===== src/hdl/jsml_pkg.sv =====
// Package for the joint setpoint motion limiter.
// Holds op codes, register indexes, configuration type and the
// command/status structs between controller and datapath. No dependencies.
package jsml_pkg;

  localparam logic [1:0] OP_UPDATE = 2'd0;
  localparam logic [1:0] OP_RESET  = 2'd1;
  localparam logic [1:0] OP_CLEAR  = 2'd2;
  localparam logic [1:0] OP_NOP    = 2'd3;

  localparam logic [2:0] REG_LOWER = 3'd0;
  localparam logic [2:0] REG_UPPER = 3'd1;
  localparam logic [2:0] REG_SPEED = 3'd2;
  localparam logic [2:0] REG_ACCEL = 3'd3;
  localparam logic [2:0] REG_TRACK = 3'd4;

  localparam int SQRT_STEPS = 29;
  localparam int DIV_STEPS  = 50;

  typedef struct packed {
    logic signed [23:0] lower;
    logic signed [23:0] upper;
    logic [22:0]        speed;
    logic [27:0]        accel;
    logic [22:0]        track;
  } cfg_t;

  typedef struct packed {
    logic load;
    logic pre;
    logic mul1;
    logic mul2;
    logic mul3;
    logic sqrt_step;
    logic vel1;
    logic vel2;
    logic pos1;
    logic pos2;
    logic div_step;
    logic fin;
    logic emit;
  } cmd_t;

  typedef struct packed {
    logic short_op;
    logic clip;
  } stat_t;

endpackage


===== src/hdl/jsml_ctrl.sv =====
// Sequencer for the joint setpoint motion limiter.
// Steps the datapath through one request; owns the channel handshakes.
// Depends on jsml_pkg.
module jsml_ctrl (
  input  logic            clk,
  input  logic            rst_n,
  input  logic            in_valid,
  output logic            in_ready,
  output logic            out_valid,
  input  logic            out_ready,
  input  jsml_pkg::stat_t stat,
  output jsml_pkg::cmd_t  cmd
);

  localparam logic [3:0] S_IDLE = 4'd0;
  localparam logic [3:0] S_PRE  = 4'd1;
  localparam logic [3:0] S_MUL1 = 4'd2;
  localparam logic [3:0] S_MUL2 = 4'd3;
  localparam logic [3:0] S_MUL3 = 4'd4;
  localparam logic [3:0] S_SQRT = 4'd5;
  localparam logic [3:0] S_VEL1 = 4'd6;
  localparam logic [3:0] S_VEL2 = 4'd7;
  localparam logic [3:0] S_POS1 = 4'd8;
  localparam logic [3:0] S_POS2 = 4'd9;
  localparam logic [3:0] S_DIV  = 4'd10;
  localparam logic [3:0] S_FIN  = 4'd11;
  localparam logic [3:0] S_EMIT = 4'd12;

  localparam logic [5:0] SQRT_LAST = 6'(jsml_pkg::SQRT_STEPS - 1);
  localparam logic [5:0] DIV_LAST  = 6'(jsml_pkg::DIV_STEPS - 1);

  logic [3:0] state_r, state_nxt;
  logic [5:0] cnt_r, cnt_nxt;
  logic       out_valid_r, out_valid_nxt;
  logic       emit_ok;

  assign in_ready  = (state_r == S_IDLE);
  assign out_valid = out_valid_r;
  assign emit_ok   = !out_valid_r || out_ready;

  always_comb begin
    state_nxt = state_r;
    cnt_nxt   = cnt_r;
    cmd       = '0;
    cmd.load  = in_valid && (state_r == S_IDLE);
    case (state_r)
      S_IDLE: begin
        if (in_valid) state_nxt = S_PRE;
      end
      S_PRE: begin
        cmd.pre   = 1'b1;
        state_nxt = S_MUL1;
      end
      S_MUL1: begin
        // short requests already have their result
        if (stat.short_op) begin
          state_nxt = S_EMIT;
        end else begin
          cmd.mul1  = 1'b1;
          state_nxt = S_MUL2;
        end
      end
      S_MUL2: begin
        cmd.mul2  = 1'b1;
        state_nxt = S_MUL3;
      end
      S_MUL3: begin
        cmd.mul3  = 1'b1;
        cnt_nxt   = '0;
        state_nxt = S_SQRT;
      end
      S_SQRT: begin
        cmd.sqrt_step = 1'b1;
        cnt_nxt       = cnt_r + 6'd1;
        if (cnt_r == SQRT_LAST) state_nxt = S_VEL1;
      end
      S_VEL1: begin
        cmd.vel1  = 1'b1;
        state_nxt = S_VEL2;
      end
      S_VEL2: begin
        cmd.vel2  = 1'b1;
        state_nxt = S_POS1;
      end
      S_POS1: begin
        cmd.pos1  = 1'b1;
        state_nxt = S_POS2;
      end
      S_POS2: begin
        cmd.pos2  = 1'b1;
        cnt_nxt   = '0;
        state_nxt = S_DIV;
      end
      S_DIV: begin
        if (!stat.clip) begin
          state_nxt = S_FIN;
        end else begin
          cmd.div_step = 1'b1;
          cnt_nxt      = cnt_r + 6'd1;
          if (cnt_r == DIV_LAST) state_nxt = S_FIN;
        end
      end
      S_FIN: begin
        cmd.fin   = 1'b1;
        state_nxt = S_EMIT;
      end
      S_EMIT: begin
        if (emit_ok) begin
          cmd.emit  = 1'b1;
          state_nxt = S_IDLE;
        end
      end
      default: state_nxt = S_IDLE;
    endcase
  end

  always_comb begin
    out_valid_nxt = out_valid_r;
    if (out_valid_r && out_ready) out_valid_nxt = 1'b0;
    if (cmd.emit) out_valid_nxt = 1'b1;
  end

  always_ff @(posedge clk) begin
    if (!rst_n) begin
      state_r     <= S_IDLE;
      cnt_r       <= '0;
      out_valid_r <= 1'b0;
    end else begin
      state_r     <= state_nxt;
      cnt_r       <= cnt_nxt;
      out_valid_r <= out_valid_nxt;
    end
  end

endmodule


===== config.mk =====
export PLATFORM = sky130hd
export DESIGN_NAME = jsml_ctrl
export DESIGN_NICKNAME = d
export VERILOG_FILES = /design/src/hdl/jsml_pkg.sv /design/src/hdl/jsml_ctrl.sv
export SDC_FILE = /design/constraint.sdc
export NUM_CORES = 1
export LEC_CHECK = 0
export ABC_AREA = 1
export BUFFER_PORTS_ARGS = -buffer_cell sky130_fd_sc_hd__buf_2
export CAP_MARGIN = 20
export CORE_MARGIN = 3
export CORE_UTILIZATION = 30
export CTS_BUF_LIST = sky130_fd_sc_hd__clkbuf_8 sky130_fd_sc_hd__clkbuf_16
export DETAILED_ROUTE_END_ITERATION = 10
export HOLD_SLACK_MARGIN = 0.1
export SYNTH_ARGS = -nofsm -noshare
export SYNTH_HDL_FRONTEND = slang
export SYNTH_SLANG_ARGS = --single-unit

===== constraint.sdc =====
create_clock -name clk -period 1.4 [get_ports clk]
set_input_delay 0.07 -clock clk [delete_from_list [all_inputs] [get_ports clk]]
set_output_delay 0.07 -clock clk [all_outputs]
set_load 0.02 [all_outputs]

Word-level counts from Yosys, hierarchy flattened
Cells that the tools add are included.
{"block": "word_totals", "reg_bits": 11, "in_bits": 6, "output_inout_bits": 15, "wordCells": 59}
{"block": "classes", "add_sub_neg": 1, "eq_ne": 19, "n_mux": 26, "reduce_logical": 10}
{"operator": "$pmux W4 S13", "n": 1}
{"operator": "$mux W4", "n": 6}
{"operator": "$eq A4 B4 Y1 const B", "n": 5}
{"operator": "$pmux W6 S3", "n": 1}
{"operator": "$mux W1", "n": 17}
{"operator": "$eq A4 B3 Y1 const B", "n": 4}
{"operator": "$eq A4 B2 Y1 const B", "n": 2}
{"operator": "$ne A2 B2 Y1 const B", "n": 4}
{"operator": "$add A6 B1 Y6 const B", "n": 1}
{"operator": "$eq A6 B5 Y1 const B", "n": 1}
{"operator": "$eq A6 B6 Y1 const B", "n": 1}
{"operator": "$mux W6", "n": 1}
{"operator": "$eq A4 B1 Y1 const B", "n": 1}
{"operator": "$logic_not A4 Y1", "n": 1}
{"operator": "$reduce_and A4 Y1", "n": 1}
{"operator": "$ne A3 B3 Y1 const B", "n": 1}
{"operator": "$reduce_bool A3 Y1", "n": 1}
{"operator": "$logic_and A1 B1 Y1", "n": 2}
{"operator": "$reduce_and A2 Y1", "n": 1}
{"operator": "$reduce_bool A2 Y1", "n": 1}
{"operator": "$reduce_or A2 Y1", "n": 1}
{"operator": "$logic_not A1 Y1", "n": 1}
{"operator": "$logic_or A1 B1 Y1", "n": 1}

Depth between registers and ports, before layout
Gate-level depths: netlist of the first run.
{"block": "logic_depth", "word_depth": 5, "ltp_mapped": 9, "mapped_depth_nobuf": 9}

Worst setup path after synthesis of the first run
No wires, ideal clock.
{"block": "synth_timing", "kind": "register -> register", "startpoint": "register state_r[2]", "endpoint": "register state_r[1]", "arrival_ps": 1218, "t_required_ps": 1290, "path_slack_ps": 72, "stages_incl_launch_ff": 8, "n_path_buf": 0, "period_less_slack_ps": 1328, "path_cell_list": "dfxtp_1 nand2_2 nor2_1 nand2_1 nand3_1 nand2_1 inv_1 nor2_1"}
{"block": "synth_between", "elab_chain_len": 3}
{"element": "from (decl)", "line": "jsml_ctrl.sv:32", "rtl": "logic [3:0] state_r, state_nxt;"}
{"element": "from (signal assigned)", "line": "jsml_ctrl.sv:129", "rtl": "state_r <= state_nxt;"}
{"element": "$eq A4 B4 Y1 (tied with other cells)", "line": "jsml_ctrl.sv:46", "rtl": "case (state_r)"}
{"element": "$ne A3 B3 Y1 (no line) or $ne A2 B2 Y1 (tied branches)"}
{"element": "$reduce_and A4 Y1 (no line)"}
Parallel ways exist; a longest one is shown, timed or not.
A chain may end at the register's enable or synchronous reset.

==> impl_results.md, run 1 <==
- Met3 Usage GRT: 0.02715
- CP Launch Type: flop
- Status: finished, final reports clean
- Antenna diode count: 0
- Hold Crit Endpoint: state_r[1]
- Via Count: 892
- Vias/cell: 4.770
- Hold/Removal Path Class: input port to flop
- Final Power: 0.001694 W
- Initial Util: 0.3344
- CTS Hold Bufs: 0
- Final period utilization: 0.9709
- Layout cells sized above 1: 0.2767
- Global placer's final weighted congestion: 0.9052
- Ranking of synthesized cells by area: dfxtp_1, nor2_1, inv_1, nand2_1, nand3_1
- Cell Rows: 17
- Ys Warns: 0
- Skew final: 0.007809 ns
- Slew Viols, Final: 0
- Peak VDD IR: 1094 uV
- Final core utilization: 0.4165
- Hold slack: 0.1226 ns
- WL final: 1.948 mm
- All-Layer GR Usage: 0.1174
- Peak fanout along the critical path: 5
- R2R Path Start: state_r[1]
- Yosys top cell area share: 0.2789
- Num CTS Buffers: 3
- Core Area: 0.002361 mm^2
- Flop2flop setup slack: 0.11 ns
- Pre-CTS setup slack: 0.08818 ns
- RSZ-0062 raised after global routing: true
- Full die area: 0.003283 mm^2
- Setup bufs post-CTS: 0
- H-tree Lvls: 1
- Vias in the first global route: 749
- Min cycle time layout: 1.359 ns
- Average wire per standard cell: 10.42 um
- Root Buffer: clkbuf_8
- R2r worst-path depth: 7
- Max clock buf depth: 2
- Post-DP HPWL: 1.623 mm
- Final Worst Setup Slack: 0.04077 ns
- Critical path class: flop to output pin
- # port buffers: 20
- Power density over the cells: 1723 mW/mm^2
- DRT Pass-1 Iters: 4
- First-pass GRT wire length: 3.077 mm
- CTS Sinks: 11
- Area leader, netlist: dfxtp_1
- Syn-to-layout area delta: 24.56%
- Commonest non-fill, non-tap cells in the layout: nor2_1, inv_1, nand2_1
- Required time of the critical path: 1.33 ns
- Post-synthesis register bit count: 11
- Die boundary height: 57.30 um
- Grt met1 use: 0.1456
- Setup Viol. Count Final: 0
- LEAKAGE: 0.5530 nW
- Total gr overflow: 0
- Largest net degree at the start of global routing: 10
- Syn Nets: 144
- Drt drc: 0
- Synth Cell Area: 789.5 um^2
- Post-synthesis sequential area ratio: 0.2789
- Clock-pin slew on the worst setup and hold paths: 0.05 ns
- FF-to-FF End: cnt_r[1]
- Hold Fails Final Rpt: 0
- Hold path cells: 3
- Die Wd: 57.30 um
- ANT nets after route: 0
- Top Usage Layer GRT: met2
- Syn Area/Cell: 5.848 um^2
- Initial antenna violation count: 0
- DRT iter0 DRCs: 13
- Critical Path AT: 1.29 ns
- Worst-skew pair later-pin latency: 0.24 ns
- Worst Min Path Start: rst_n
- MaxCap Viol Count: 0
- # IOs: 21
- Met2 Usage GRT: 0.1941
- Least-Margin Pin Slew: 0.2702 ns
- Rel. slew slack: 0.8185
- Setup TNS: 0 ns
- Fin nets: 169
- Synth cell types: 19
- CTS tree: yes
- Post-Syn Instances: 135
- Leading cell type in the layout, fill and taps excluded: nor2_1
- Max Fclk: 0.7357 GHz
- Critical Path Sink Type: output pin
-- how the worst max path moves through the flow --
stage	cells past startpoint	to	from	slack [ns]
floorplan	7	state_r[1]	state_r[2]	0.07
global placement	8	cnt_r[3]	state_r[3]	0.11
detailed placement	8	cnt_r[3]	state_r[3]	0.09
CTS	4	cmd[12]	state_r[3]	0.01
global route	4	cmd[0]	state_r[0]	-0.03
finish	4	cmd[0]	state_r[0]	0.04
-- power by group --
part / internal [W] / total (W) / switching [W] / leakage [nW]
combinational: 0.000299 / 0.000903 / 0.000604 / 0.435
sequential: 0.000391 / 0.000487 / 0.0000961 / 0.0908
clock: 0.000192 / 0.000304 / 0.000112 / 0.0269
total: 0.000882 / 0.00169 / 0.000813 / 0.553
-- flip-flops by register name, summed over array words and instances, names as in the netlist --
signal,count
cnt_r,6
out_valid,1
state_r,4
-- cell usage after synthesis (all sizes together) --
master / count
nand2: 26
nand4: 1
o21ai: 6
o21a: 1
nand3: 14
ha: 3
a31oi: 1
dfxtp: 11
nor3: 3
xor2: 1
a21oi: 5
buf: 1
inv: 27
nor2: 35
-- routing by layer --
metal	share of wire	vias to the layer above
met5	0	-
li1	-	462
met4	0.011	0
met1	0.48	398
met2	0.44	28
met3	0.067	4
-- kinds of logic (layout without fill, tap and decap cells) --
group	Yosys count	after routing	synth area share
adder cells (fa/ha/maj)	3	3	0.04755
buffers and inverters	28	52	0.1379
AND/OR/NAND/NOR	79	79	0.4374
flip-flops	11	11	0.2789
XOR/XNOR	1	1	0.01110
AO/OA/AOI/OAI	13	13	0.08716
-- layout make-up --
| cell class | count | area (um^2) |
|---|---|---|
| fill | 263 | 1378 |
| multi-input combinational | 96 | 470.5 |
| sequential | 11 | 224.0 |
| timing repair buffer | 21 | 107.6 |
| inverter | 27 | 101.3 |
| clock buffer | 3 | 41.29 |
| tap | 28 | 35.03 |
| clock inverter | 1 | 3.754 |
-- metrics by stage --
step | instance area [um^2] | instances
6_report | 983.4 | 187
5_1_grt | 983.4 | 187
4_1_cts | 972.2 | 187
3_5_place_dp | 924.6 | 183
3_3_place_gp | 924.6 | 183
2_1_floorplan | 789.5 | 135
-- timing repair --
item | in CTS | in global routing
pin swaps | 0 | 0
gates resized for setup | 1 | 6
endpoints found under the setup margin | 1 | 8
-- critical path, stage by stage, from the launching register on --
cell	delay, ns
dfxtp_1	0.35
nor2_2	0.20
inv_2	0.08
nor3_1	0.22
buf_2	0.21
(Power assumes the default switching activity.)
==> run 2, diff against run 1 <==
--- a/config.mk
+++ b/config.mk
@@ -8,6 +8,7 @@
 export ABC_AREA = 1
 export BUFFER_PORTS_ARGS = -buffer_cell sky130_fd_sc_hd__buf_2
 export CAP_MARGIN = 20
+export CORE_ASPECT_RATIO = 0.75
 export CORE_MARGIN = 3
 export CORE_UTILIZATION = 30
 export CTS_BUF_LIST = sky130_fd_sc_hd__clkbuf_8 sky130_fd_sc_hd__clkbuf_16
==> run 2 against run 1 <==
- clock power increased by 4%
- critical endpoint unchanged
- die area is 0.19% higher
- sequential power shrank 1%
- via count grew 0.90%
- total power rose by 2.5%
- cell area grew 2.5%
- critical path depth stayed put
- largest cell class unchanged
- hold slack hardly changed
- global-route usage up 1.7 points
- cell count rose by 3.7%
==> impl_results.md, run 2 (same netlist as run 1, synthesis figures left out) <==
- Max clock buf depth: 2
- DRT Pass-1 Iters: 4
- Vias/cell: 4.639
- H-tree Lvls: 1
- Max FFs per register: 6
- CTS Sinks: 11
- Worst path bufs/invs: 2
- Setup bufs post-CTS: 0
- Final core utilization: 0.4198
- Cell Rows: 15
- Global placer's final weighted congestion: 0.8811
- DP Cell Count: 190
- Setup Viol. Count Final: 0
- Critical Path AT: 1.28 ns
- Slowest cell on crit path: dfxtp_1
- Critical path class: flop to output pin
- Sw Share: 0.4840
- Required time of the critical path: 1.33 ns
- Worst-skew pair later-pin latency: 0.24 ns
- Power density over the cells: 1722 mW/mm^2
- Initial antenna violation count: 0
- Met2 Usage GRT: 0.2050
- Rel. slew slack: 0.7688
- Syn-to-layout area delta: 27.73%
- Slew Viols, Final: 0
- Hold/Removal Path Class: input port to flop
- Peak VDD IR: 601.4 uV
- Skew final: 0.001713 ns
- First-pass GRT wire length: 3.443 mm
- Full die area: 0.003289 mm^2
- Max Fclk: 0.7386 GHz
- Antenna diode count: 0
- Fin nets: 170
- Grt met1 use: 0.1716
- Status: finished, final reports clean
- MaxCap Viol Count: 0
- Commonest non-fill, non-tap cells in the layout: nor2_1, nand2_1, inv_1
- Hold slack: 0.1224 ns
- Final Non-Filler Cells: 194
- Multi-input gate area: 480.5 um^2
- P_sw: 0.0008406 W
- Critical path depth: 4
- LEAKAGE: 0.5600 nW
- Least-Margin Pin Slew: 0.3441 ns
- Seq pwr share: 0.278
- Core Area: 0.002402 mm^2
- Vias in the first global route: 813
- Die boundary height: 50.43 um
- Num CTS Buffers: 3
- # port buffers: 20
- Setup TNS: 0 ns
- Critical Path Sink Type: output pin
- Storage cell area: 224.0 um^2
- R2r worst-path depth: 8
- R2R Path Start: state_r[1]
- ANT nets after route: 0
- Clock share of power: 0.182
- All-Layer GR Usage: 0.1339
- Met3 Usage GRT: 0.04027
- Post-DP HPWL: 1.669 mm
- RSZ-0062 raised after global routing: true
- CP Launch Type: flop
- Initial Util: 0.3286
- Drt drc: 0
- DRT iter0 DRCs: 23
- Largest Register: cnt_r
- Top Usage Layer GRT: met2
- # IOs: 21
- Family with the most delay on the worst path: simple AND/OR/NAND/NOR gates
- Final Worst Setup Slack: 0.04605 ns
- Hold Fails Final Rpt: 0
- Pre-CTS setup slack: 0.07993 ns
- Internal: 0.0008961 W
- Fillers: 279
- Min cycle time layout: 1.354 ns
- Via Count: 900
- Root Buffer: clkbuf_8
- Layout cells sized above 1: 0.2938
- Hold path cells: 3
- Leading cell type in the layout, fill and taps excluded: nor2_1
- Worst Min Path Start: rst_n
- Cells along the critical path: nor2_2 > inv_2 > nor3_1 > buf_2
- CTS tree: yes
- Peak fanout along the critical path: 5
- Final period utilization: 0.9671
- Slowest stage delay, CP: 0.35 ns
- Clock-pin slew on the worst setup and hold paths: 0.05 ns
- Average wire per standard cell: 10.23 um
- Die Wd: 65.24 um
- CTS Hold Bufs: 0
- WL final: 1.985 mm
- Total gr overflow: 0
- Largest net degree at the start of global routing: 10
- Comb power frac: 0.540
- FF-to-FF End: state_r[3]
- Flop2flop setup slack: 0.10 ns
- Hold Crit Endpoint: state_r[1]
run 2: cell count changes in the layout (fill, tap and decap cells not counted):
cell	change
nand2_4	+1
nand2_2	-1
buf_4	+1
inv_2	+1
nand3_1	-1
inv_1	-1
nand3_2	+1
run 2: power by group through the flow:
stage               registers [W]  clock network, W  logic, W
CTS                      0.000469          0.000324  0.000920
finish                   0.000482          0.000316  0.000938
global placement         0.000468                 0  0.000908
floorplan                0.000465                 0  0.000661
global route             0.000492          0.000340   0.00107
detailed placement       0.000473                 0  0.000911
run 2: tightest hold or removal path: stages:
cell     delay, ns
buf_2         0.14
nand2_1       0.08
nor2_1        0.04
run 2: layer usage:
layer | wire [um] | up-vias
met4 | 36 | 0
met1 | 994 | 396
met5 | 0 | -
met3 | 138 | 5
met2 | 815 | 30
li1 | - | 469
run 2: how the worst max path moves through the flow:
stage,startpoint,endpoint,slack (ns)
final,state_r[0],cmd[0],0.05
after global routing,state_r[0],cmd[0],-0.06
after CTS,state_r[3],cmd[10],0.02
after detailed placement,state_r[3],cnt_r[3],0.08
after global placement,state_r[3],cnt_r[3],0.09
after floorplan,state_r[2],state_r[1],0.07
run 2: area by class of cell:
type                       instances  share of cell area
inverter                          27              0.1005
timing repair buffer              22              0.1141
clock inverter                     1            0.003722
sequential                        11              0.2221
tap                               34             0.04218
clock buffer                       3             0.04094
multi-input combinational         96              0.4764
run 2: per-stage QoR:
| stage | power [W] | area [um^2] |
|---|---|---|
| 5_1_grt | 0.001901 | 1008 |
| 4_1_cts | 0.001713 | 987.2 |
| 3_3_place_gp | 0.001376 | 939.7 |
| 2_1_floorplan | 0.001126 | 789.5 |
| 3_5_place_dp | 0.001384 | 939.7 |
| 6_report | 0.001737 | 1008 |
run 2: what timing repair did:
| item | CTS | global route |
|---|---|---|
| pin swaps | 0 | 2 |
| endpoints found under the hold margin | 0 | 0 |
| resized for setup | 1 | 9 |
| setup endpoints to repair | 1 | 12 |
==> run 3, diff against run 2 <==
--- a/config.mk
+++ b/config.mk
@@ -14,6 +14,7 @@
 export CTS_BUF_LIST = sky130_fd_sc_hd__clkbuf_8 sky130_fd_sc_hd__clkbuf_16
 export DETAILED_ROUTE_END_ITERATION = 10
 export HOLD_SLACK_MARGIN = 0.1
+export PLACE_DENSITY_LB_ADDON = 0.15
 export SYNTH_ARGS = -nofsm -noshare
 export SYNTH_HDL_FRONTEND = slang
 export SYNTH_SLANG_ARGS = --single-unit
==> run 3 against run 2 <==
- clock-buffer cell count is the same
- combinational power grew 2.5%
- register-to-register slack is essentially flat
==> impl_results.md, run 3 (same netlist as run 1, synthesis figures left out) <==
- Largest Register: cnt_r
- Leading cell type in the layout, fill and taps excluded: nor2_1
- Min cycle time layout: 1.308 ns
- Antenna diode count: 0
- DRT Pass-1 Iters: 4
- DRT iter0 DRCs: 53
- Slowest stage delay, CP: 0.36 ns
- Global placer's final weighted congestion: 0.8451
- Layout cells sized above 1: 0.3250
- Final period utilization: 0.9344
- Largest net degree at the start of global routing: 10
- Via Count: 876
- Die boundary height: 50.43 um
- Max clock buf depth: 2
- Status: finished, final reports clean
- Slew Viols, Final: 0
- MaxCap Viol Count: 0
- Full die area: 0.003289 mm^2
- Core Area: 0.002402 mm^2
- Drt drc: 0
- Critical path class: flop to flop
- Hold Fails Final Rpt: 0
- Cells along the critical path: inv_4 > ha_4 > nand3_2 > nor2_2 > nor2_1 > nor2_1 > nand3_1 > nand2_1 > nor2_1
- Commonest non-fill, non-tap cells in the layout: nor2_1, nand2_1, inv_1
- Slowest cell on crit path: dfxtp_4
- ANT nets after route: 0
- # IOs: 21
- Setup bufs post-CTS: 0
- LEAKAGE: 0.5612 nW
- Peak fanout along the critical path: 4
- Placed cell area: 939.7 um^2
- Syn-to-layout area delta: 32.17%
- Required time of the critical path: 1.52 ns
- Total gr overflow: 0
- Rel. slew slack: 0.8282
- R2r worst-path depth: 9
- Critical Path AT: 1.43 ns
- Average wire per standard cell: 10.82 um
- H-tree Lvls: 1
- Setup Viol. Count Final: 0
- Vias/cell: 4.515
- Post-DP HPWL: 1.725 mm
- Root Buffer: clkbuf_8
- Power density over the cells: 1738 mW/mm^2
- Critical Path Sink Type: flop
- All-Layer GR Usage: 0.1341
- Final Cell Area: 0.001044 mm^2
- Hold path cells: 3
- Hold/Removal Path Class: input port to flop
- Fin nets: 170
- Peak VDD IR: 660.5 uV
- Die Wd: 65.24 um
- CP dominant cell by count: nor2_1
- First-pass GRT wire length: 3.456 mm
- Vias in the first global route: 769
- Worst-skew pair later-pin latency: 0.24 ns
- Initial antenna violation count: 0
- Max FFs per register: 6
- Num CTS Buffers: 3
- Clock-pin slew on the worst setup and hold paths: 0.05 ns
- Least-Margin Pin Slew: 0.2557 ns
- CTS tree: yes
- CTS Hold Bufs: 0
- Final Power: 0.001814 W
- # port buffers: 20
- Skew final: 0.007145 ns
- Max Fclk: 0.7644 GHz
- WL final: 2.100 mm
- CTS Sinks: 11
- CP Launch Type: flop
- Cell Rows: 15
- Initial Util: 0.3286
-- run 3: cell count changes in the layout (fill, tap and decap cells not counted), moves of 2 or more --
| cell | delta |
|---|---|
| dfxtp_4 | +3 |
| dfxtp_1 | -3 |
| nor2_4 | +2 |
| nor2_2 | -3 |
-- run 3: power by group --
group          internal [W]  leakage [nW]  switching, W
clock network      0.000195        0.0255      0.000120
logic              0.000331         0.443      0.000630
registers          0.000408        0.0928      0.000129
-- run 3: stage by stage --
step | setup slack, ns | util | setup TNS (ns) | instances | hold WS, ns
2_1_floorplan | 0.07229 | - | 0 | 135 | 0.1907
3_3_place_gp | 0.07762 | 0.3911 | 0 | 190 | 0.3642
3_5_place_dp | 0.05042 | 0.3911 | 0 | 190 | 0.3731
4_1_cts | 0.01505 | 0.4146 | 0 | 194 | 0.1204
5_1_grt | -0.01541 | 0.4344 | -0.01941 | 194 | 0.1088
6_report | 0.09181 | 0.4344 | 0 | 194 | 0.1236
-- run 3: final timing paths --
check / end / slack, ns / start
worst min register to register: cnt_r[3] / 0.50 / cnt_r[3]
worst min-delay path: state_r[1] / 0.12 / rst_n
worst max-delay path: state_r[2] / 0.09 / cnt_r[1]
worst max register to register: state_r[2] / 0.09 / cnt_r[1]
-- run 3: layer usage --
layer	vias up	GRT usage	part of all wire
met1	367	0.2060	0.53
met2	36	0.1748	0.39
met3	2	0.03803	0.077
met5	-	0	0
met4	0	0.04138	0.0062
li1	471	-	-
-- run 3: final cells by class --
cell class,instances,area [um^2]
clock buffers,3,41.29
inverters,27,103.9
well taps,34,42.54
clock inverters,1,5.005
fillers,279,1359
multi-input cells,96,500.5
repair buffers,22,115.1
flip-flops and latches,11,235.2
-- run 3: what timing repair did --
item / in CTS / in global routing
setup endpoints to repair: 3 / 11
pin swaps: 0 / 5
gates resized for setup: 3 / 17
-- run 3: critical path, delay by kind of cell, from the launching register on --
kind	cells	cell delay [ns]
buf+inv	1	0.06
flops	1	0.36
simple gates	7	0.65
fa+ha+maj	1	0.12
